===== config.mk =====
export PLATFORM = sky130hd
export DESIGN_NAME = temp_sensor_i2c_register_slave
export DESIGN_NICKNAME = d
export VERILOG_FILES = /design/src/tsi2c_pkg.sv /design/src/temp_sensor_i2c_register_slave.sv
export SDC_FILE = /design/constraint.sdc
export NUM_CORES = 1
export LEC_CHECK = 0
export ABC_AREA = 1
export BUFFER_PORTS_ARGS = -buffer_cell sky130_fd_sc_hd__buf_2
export CORE_MARGIN = 2
export CORE_UTILIZATION = 40
export CTS_CLUSTER_SIZE = 40
export DETAILED_ROUTE_END_ITERATION = 12
export PLACE_DENSITY = 0.62
export RECOVER_POWER = 100
export SETUP_SLACK_MARGIN = 0.15
export SLEW_MARGIN = 20
export SYNTH_ARGS = -nofsm -noshare
export SYNTH_HDL_FRONTEND = slang
export SYNTH_SLANG_ARGS = --single-unit

===== constraint.sdc =====
create_clock -name clk -period 4.8 [get_ports clk]
set_clock_uncertainty 0.1 [all_clocks]
set_input_delay 0 -clock clk [delete_from_list [all_inputs] [get_ports clk]]
set_output_delay 0 -clock clk [all_outputs]
set_load 0.01 [all_outputs]

===== src/tsi2c_pkg.sv =====
package tsi2c_pkg;

  typedef enum logic [1:0] {
    PH_IDLE    = 2'd0,
    PH_POINTER = 2'd1,
    PH_MSB     = 2'd2,
    PH_LSB     = 2'd3
  } phase_t;

  typedef enum logic [1:0] {
    CMD_BUS_BYTE  = 2'd0,
    CMD_TEMP_NORM = 2'd1,
    CMD_TEMP_EXT  = 2'd2,
    CMD_UNUSED    = 2'd3
  } cmd_t;

  localparam logic [6:0] DEV_ADDR_RESET = 7'd72;
  localparam int unsigned EXT_MODE_BIT  = 4;
  localparam int unsigned RATE_LO_BIT   = 6;

  typedef struct packed {
    logic       response_valid;
    logic [7:0] response_msb;
    logic [7:0] response_lsb;
    logic       extended_mode;
    logic [1:0] rate_code;
  } result_t;

endpackage


===== src/temp_sensor_i2c_register_slave.sv =====
// channel   | handshake          | payload
// ----------+--------------------+-------------------------------------------------
// input     | in_valid/in_ready  | in_command, in_bus_byte, in_end_of_transfer,
//           |                    | in_temperature_code
// result    | out_valid/out_ready| out_response_valid, out_response_msb,
//           |                    | out_response_lsb, out_extended_mode, out_rate_code
// config    | cfg_we             | cfg_wdata (device address)
//
// one request per cycle while in_ready is high; each accepted request yields one result;
// state and register file update at the accepting edge, result lands in an output
// register backed by a one-entry skid stage, so in_ready drops only when both are full
// rst_n is synchronous: phase idle, pointer zero, register file all zero, address 72
module temp_sensor_i2c_register_slave
  import tsi2c_pkg::*;
#(
  parameter int unsigned REG_COUNT = 4
) (
  input  logic        clk,
  input  logic        rst_n,
  input  logic        in_valid,
  output logic        in_ready,
  input  logic [1:0]  in_command,
  input  logic [7:0]  in_bus_byte,
  input  logic        in_end_of_transfer,
  input  logic signed [12:0] in_temperature_code,
  output logic        out_valid,
  input  logic        out_ready,
  output logic        out_response_valid,
  output logic [7:0]  out_response_msb,
  output logic [7:0]  out_response_lsb,
  output logic        out_extended_mode,
  output logic [1:0]  out_rate_code,
  input  logic        cfg_we,
  input  logic [6:0]  cfg_wdata
);

  localparam int unsigned IDX_W = (REG_COUNT > 1) ? $clog2(REG_COUNT) : 1;
  localparam logic [8:0]  REG_COUNT_W = 9'(REG_COUNT);

  logic [6:0]  device_address_r;
  phase_t      phase_r, phase_nxt;
  logic [7:0]  pointer_r, pointer_nxt;
  logic [15:0] store_r   [REG_COUNT];
  logic [15:0] store_nxt [REG_COUNT];

  result_t     main_r, main_nxt, skid_r, skid_nxt, res_new;
  logic        main_valid_r, main_valid_nxt, skid_valid_r, skid_valid_nxt;

  logic        push, pop;
  logic [7:0]  wr_addr, rd_addr;
  logic        ptr_in_range;
  logic [IDX_W-1:0] ptr_idx;
  logic        is_bus, wr_msb, wr_lsb, rd_hit;
  logic [15:0] rd_word, cfg_word;

  assign in_ready = !skid_valid_r;
  assign push     = in_valid && in_ready;
  assign pop      = main_valid_r && out_ready;

  assign wr_addr      = {device_address_r, 1'b0};
  assign rd_addr      = {device_address_r, 1'b1};
  assign ptr_in_range = {1'b0, pointer_r} < REG_COUNT_W;
  assign ptr_idx      = pointer_r[IDX_W-1:0];
  assign is_bus       = (cmd_t'(in_command) == CMD_BUS_BYTE);
  assign wr_msb       = is_bus && (phase_r == PH_MSB) && ptr_in_range;
  assign wr_lsb       = is_bus && (phase_r == PH_LSB) && ptr_in_range;
  assign rd_hit       = is_bus && (phase_r == PH_IDLE) && (in_bus_byte != wr_addr)
                        && (in_bus_byte == rd_addr);
  assign rd_word      = ptr_in_range ? store_r[ptr_idx] : 16'h0000;

  // next state of the bus phase and pointer
  always_comb begin
    phase_nxt   = phase_r;
    pointer_nxt = pointer_r;
    if (is_bus) begin
      unique case (phase_r)
        PH_IDLE: begin
          if (in_bus_byte == wr_addr) phase_nxt = PH_POINTER;
        end
        PH_POINTER: begin
          pointer_nxt = in_bus_byte;
          phase_nxt   = PH_MSB;
        end
        PH_MSB:  phase_nxt = PH_LSB;
        PH_LSB:  phase_nxt = PH_IDLE;
        default: phase_nxt = PH_IDLE;
      endcase
      if (in_end_of_transfer) phase_nxt = PH_IDLE;
    end
  end

  // register file writes from the bus and from the temperature commands
  always_comb begin
    for (int i = 0; i < REG_COUNT; i++) begin
      store_nxt[i] = store_r[i];
      if (wr_msb && ptr_idx == IDX_W'(i)) store_nxt[i][15:8] = in_bus_byte;
      if (wr_lsb && ptr_idx == IDX_W'(i)) store_nxt[i][7:0]  = in_bus_byte;
    end
    case (cmd_t'(in_command))
      CMD_TEMP_NORM: store_nxt[0] = {in_temperature_code[11:0], 4'h0};
      CMD_TEMP_EXT:  store_nxt[0] = {in_temperature_code[12:0], 3'b001};
      default: ;
    endcase
  end

  generate
    if (REG_COUNT > 1) begin : g_cfg
      assign cfg_word = store_nxt[1];
    end else begin : g_no_cfg
      assign cfg_word = 16'h0000;
    end
  endgenerate

  always_comb begin
    res_new.response_valid = rd_hit;
    res_new.response_msb   = rd_hit ? rd_word[15:8] : 8'h00;
    res_new.response_lsb   = rd_hit ? rd_word[7:0]  : 8'h00;
    res_new.extended_mode  = cfg_word[EXT_MODE_BIT];
    res_new.rate_code      = cfg_word[RATE_LO_BIT +: 2];
  end

  // output register with one skid entry
  always_comb begin
    main_nxt       = main_r;
    main_valid_nxt = main_valid_r;
    skid_nxt       = skid_r;
    skid_valid_nxt = skid_valid_r;
    if (!main_valid_r || pop) begin
      if (skid_valid_r) begin
        main_nxt       = skid_r;
        main_valid_nxt = 1'b1;
        skid_valid_nxt = push;
        skid_nxt       = res_new;
      end else begin
        main_valid_nxt = push;
        main_nxt       = res_new;
      end
    end else if (push) begin
      skid_valid_nxt = 1'b1;
      skid_nxt       = res_new;
    end
  end

  always_ff @(posedge clk) begin
    if (!rst_n) begin
      device_address_r <= DEV_ADDR_RESET;
      phase_r          <= PH_IDLE;
      pointer_r        <= 8'h00;
      main_valid_r     <= 1'b0;
      skid_valid_r     <= 1'b0;
      for (int i = 0; i < REG_COUNT; i++) store_r[i] <= 16'h0000;
    end else begin
      if (cfg_we) device_address_r <= cfg_wdata;
      main_valid_r <= main_valid_nxt;
      skid_valid_r <= skid_valid_nxt;
      if (push) begin
        phase_r   <= phase_nxt;
        pointer_r <= pointer_nxt;
        for (int i = 0; i < REG_COUNT; i++) store_r[i] <= store_nxt[i];
      end
    end
  end

  always_ff @(posedge clk) begin
    main_r <= main_nxt;
    skid_r <= skid_nxt;
  end

  assign out_valid          = main_valid_r;
  assign out_response_valid = main_r.response_valid;
  assign out_response_msb   = main_r.response_msb;
  assign out_response_lsb   = main_r.response_lsb;
  assign out_extended_mode  = main_r.extended_mode;
  assign out_rate_code      = main_r.rate_code;

endmodule

# Yosys cells after proc, flatten, opt, wreduce, memory -nomap -nowiden
# Memories as Yosys holds them, arrays and structs flattened. A register that Yosys moved wholly into a read port is not among the register bits.
# Index checks and enable logic that the tools add are counted.
# W data, S select, Z words.
# word_totals
register_bits	59
ramBits	64
out_inout_bits	22
elab_cells	112
mem_count	1
# memory_table
name	depth	word_bits	rd	rd_clocked_by_memory_dff	wr	line	rtl
store_r	4	16	2	1	4	temp_sensor_i2c_register_slave.sv:43	logic [15:0] store_r [REG_COUNT];
# op_classes
magnitude_cmp	1
eq_ne	19
mux	36
n_bitwise	7
n_reduce_logical	33
# ops
operator	n
$mux W8	16
$mux W20	4
$mux W16	2
$pmux W16 S2	1
$logic_and A1 B1 Y1	17
$eq A8 B8 Y1	2
$reduce_and A2 Y1	7
$eq A2 B2 Y1 const B	5
$lt A8 B3 Y1 const B	1
$mux W1	8
$mux W2	4
$ne A8 B8 Y1	1
$pmux W2 S4	1
$or A1 B1 Y1	7
$eq A2 B1 Y1 const B	3
$logic_not A2 Y1	3
$ne A3 B3 Y1 const B	2
$reduce_and A3 Y1	2
$ne A1 B1 Y1 const B	4
$ne A3 B2 Y1 const B	1
$logic_not A1 Y1	2
$ne A2 B2 Y1 const B	1
$reduce_bool A2 Y1	1
$logic_or A1 B1 Y1	1

# Longest topological paths before layout
# logic_depth
ltp_word	7
ltp_mapped	11

# Least setup slack after synthesis
# Ideal clock, no wire load.
# synth_timing
path_kind	reg2reg
from	register skid_valid_r
to	register skid_r[0] (netlist bit) (enable)
setup_ns	0.425
arrival_time_ns	2.147
setup_slack_ns	2.128
path_stages_with_launch	4
path_buffers	1
path_cell_list	dfxtp_1 > buf_2 > clkinv_1 > o21ai_0
# synth_between
elab_chain_len	4
elab_cells_between_ends	5
classes_between	eq/ne (1); reduce/logical (4)
# synth_lines
element	line	rtl
start, declared	temp_sensor_i2c_register_slave.sv:47	logic main_valid_r, main_valid_nxt, skid_valid_r, skid_valid_nxt;
start signal, assigned	temp_sensor_i2c_register_slave.sv:155	skid_valid_r <= skid_valid_nxt;
$logic_not A1 Y1	temp_sensor_i2c_register_slave.sv:56	assign in_ready = !skid_valid_r;
$logic_and A1 B1 Y1	temp_sensor_i2c_register_slave.sv:57	assign push = in_valid && in_ready;
$reduce_bool A2 Y1 (no line)	-	
$reduce_and A2 Y1 (no line) *	-	
end signal, assigned	temp_sensor_i2c_register_slave.sv:166	skid_r <= skid_nxt;
end, declared	temp_sensor_i2c_register_slave.sv:46	result_t main_r, main_nxt, skid_r, skid_nxt, res_new;
# Every way passes the cells marked *; elsewhere a longest branch is shown, timed or not.
# A chain may end at the register's enable or synchronous reset.

# Final worst setup path
# layout_timing
from	register skid_valid_r
to	register skid_r[11] (netlist bit) (enable)
# Same word-level chain as after synthesis.

==> impl_results.md <==
* Die Area at 15,400 µm²
* Total track usage at 19.2%
* Die Y at 124 µm
* Final Hold Vio Count at 0
* RePlAce Congestion at 0.867
* Number of synthesized flops with an enable pin at between 100 and 150
* CTS Buf Count at 17
* WL final at between 10 and 15 mm
* Initial antenna violation count at 0
* DRC Markers at 0
* CP max FO at 26
* Top routing layer used: met4
* Global-route wire length before repair at around 22 mm
* Via density per instance at around 5
* Synthesized flop and latch total at 125
* IO Pins at 58
* Max clock buf depth at 2
* Yosys cell types at 31
* Starting Density at approximately two fifths
* Syn-to-layout area delta at 24.4%
* Gate Count Post-Synth at between 500 and 600
* Maximum clock rate at around 0.3 GHz
* FFs w/ async S/R, synth at 0%
* Violated checks: capacitance limit, slew limit
* Post-cts repair resize count at 0
* PortBufs at 57
* Largest net degree at the start of global routing at 37
* Sink Count at ~130
* Detailed Route Iter0 Violations at 569
* CP Buf/Inv Count at 3
* WL met3 at 904 µm
* Net count, final at about 740
* CP required at ~4800 ps
* Std cell rows at 43
* Cell area after layout at a little over 7000 µm²
* Clock Pin Slew Worst Setup and Hold Paths at 50 ps
* Core ar. at between 10,000 and 15,000 µm²
* Critical Path AT at between 3000 and 4000 ps
* Min-Delay Path Class: in2reg
* Max cap viols at 1
* Seq/Total Area, Yosys at approximately three fifths
* Worst Setup Start Kind: flop
* Setup TNS at 0 ps
* Final period util at 68.6%
* Setup bufs post-CTS at 0
* DP Area at 6170 µm²
* Critical Path Max Stage Delay at between 800 and 900 ps
* Synth Area per Inst at just under 10 µm²
* Ant diodes at 0
* Peak supply drop at approximately 0.25 mV
* Run status: finished, violations left
* Post-route minimum period at approximately 3300 ps
* RSZ-0062 raised after global routing: no
* H-tree Lvls at 4
* Lkg Pwr at a little under 3 nW
* TritonRoute pass-1 iters at 5
* FF+latch area at approximately 3500 µm²
* Nature of the critical path endpoint: flop
* Crit path cell chain: clkbuf_1 > clkinv_1 > o21ai_0 > buf_4
* CTS root buffer: clkbuf_16
* Post-route ant nets at 0
* Vias at approximately 4,600
* Tightest Pin Transition at about 1500 ps
* Top Family by Delay on Critical Path: buffers and inverters
* Commonest register cell after synthesis: edfxtp_1
* Setup Viol. Count Final at 0
* Net count after synthesis at ~640
* Die W at 124 µm
* WS Path Type: reg2reg
* Crit-path slowest cell: clkinv_1
* Clk_lat worst skew at between 400 and 500 ps
* Max-slew headroom at -0.708%
* Vias in the first global route at roughly 4,300
* Hold-fix buffers, CTS at 52
* Met2 WL post-DR at approximately 6.5 mm
* Layout fillers at about 1,300
* Pwr/cell area at between 300 and 400 nW/µm²
* Total gr overflow at 0
* Yosys warns at 0
* Mapped Area at a little under 6000 µm²
* CTS tree: done
* Met1 Wirelength at between 6 and 7 mm
* Share of cells above drive strength 1 at around a tenth
* Finished Core Util at between 50% and 60%
* HPWL Detailed at approximately 9.1 mm
* Drt wl/cell at 15.3 µm
* Max-slew violations at 20
* Area of the multi-input gates at around 1800 µm²
==> layer usage <==
layer,up-vias,global-route usage (%)
met1,2132,24.9
met4,0,7.94
met5,-,0
li1,2230,-
met3,19,4.40
met2,178,30.9
==> through the flow <==
| stage | hold slack (ps) | cells | total power [mW] | setup slack [ps] |
|---|---|---|---|---|
| 2_1_floorplan | 22.1 | 595 | 1.36 | 2130 |
| 3_3_place_gp | 113 | 810 | 1.43 | 2530 |
| 3_5_place_dp | 121 | 810 | 1.43 | 2430 |
| 4_1_cts | 0.584 | 894 | 2.77 | 2360 |
| 5_1_grt | 142 | 894 | 2.85 | 1230 |
| 6_report | 89.7 | 894 | 2.76 | 1510 |
==> layout make-up <==
type                    count  area share [%]
well taps                 180            3.14
inverters                  44            2.30
clock buffers              18            5.98
clock inverters            14            2.44
multi-input cells         400            25.6
flip-flops and latches    125            49.4
repair buffers            113            11.2
==> cell families after synthesis <==
logic type	after synthesis	share of synthesized area, %
fa+ha+maj	7	1.52
xor+xnor	3	0.456
flops	125	61.4
buf+inv	70	5.18
simple gates	293	21.5
compound gates	97	9.91
==> placed cells by master, fill, tap and decap left out, types with 3 or more instances in the layout <==
master         instances
dlygate4sd3_1         52
o21ai_0               51
clkinvlp_4             3
nand3_1               12
dfxtp_1               21
a21oi_1               33
xnor2_1                3
inv_2                  4
inv_1                 39
nor2_1               147
clkinv_2               5
a221oi_1              12
buf_2                 35
nand2_1              104
clkbuf_1              25
ha_1                   7
edfxtp_1             104
nor3_1                 6
nand4_1               18
bufinv_16              4
clkinv_1               3
clkbuf_16             17
==> sequential cells by signal (all words and copies together) (netlist names), named ones only <==
signal              cells
store_r                64
out_rate_code           2
out_response_msb        8
skid_r                 20
out_extended_mode       1
out_response_lsb        8
out_valid               1
skid_valid_r            1
pointer_r               8
phase_r                 2
out_response_valid      1
device_address_r        7
==> Yosys cell counts (2+ instances only) <==
cell,instances,area share (%)
o21ai_1,4,0.35
a21oi_1,24,2.1
o21ai_0,46,4.0
a221oi_1,12,1.8
nor2_1,144,9.4
xnor2_1,3,0.46
clkbuf_1,13,0.85
nand4_1,18,2.0
nor3_1,4,0.35
a21oi_2,10,1.5
edfxtp_1,104,54
dfxtp_1,21,7.3
ha_1,7,1.5
buf_6,3,0.59
inv_2,6,0.39
nor2_2,2,0.22
nand2_2,6,0.65
inv_1,37,2.4
clkbuf_2,2,0.17
nor2_4,2,0.39
nand2_1,100,6.5
buf_2,6,0.52
nand3_1,12,1.0
nor3_4,2,0.56
==> worst min-delay path, delay by kind of cell <==
kind,cells,cell delay (ps)
compound gates,1,190
simple gates,2,120
buf+inv,1,80
==> final timing paths <==
check,start,to,slack (ps),cells past startpoint
setup / recovery,skid_valid_r$_SDFFE_PN0P_,skid_r[11]$_DFFE_PP_,1510,4
hold / removal,out_ready,skid_r[0]$_DFFE_PP_,90,4
setup reg to reg,skid_valid_r$_SDFFE_PN0P_,skid_r[11]$_DFFE_PP_,1510,4
hold reg to reg,pointer_r[2]$_SDFFE_PN0P_,pointer_r[2]$_SDFFE_PN0P_,360,2
==> where the power goes <==
group / switching [mW] / internal, mW
clock: 0.451 / 0.857
combinational: 0.131 / 0.0831
sequential: 0.0142 / 1.22
Power figures use the tool's default switching activity.
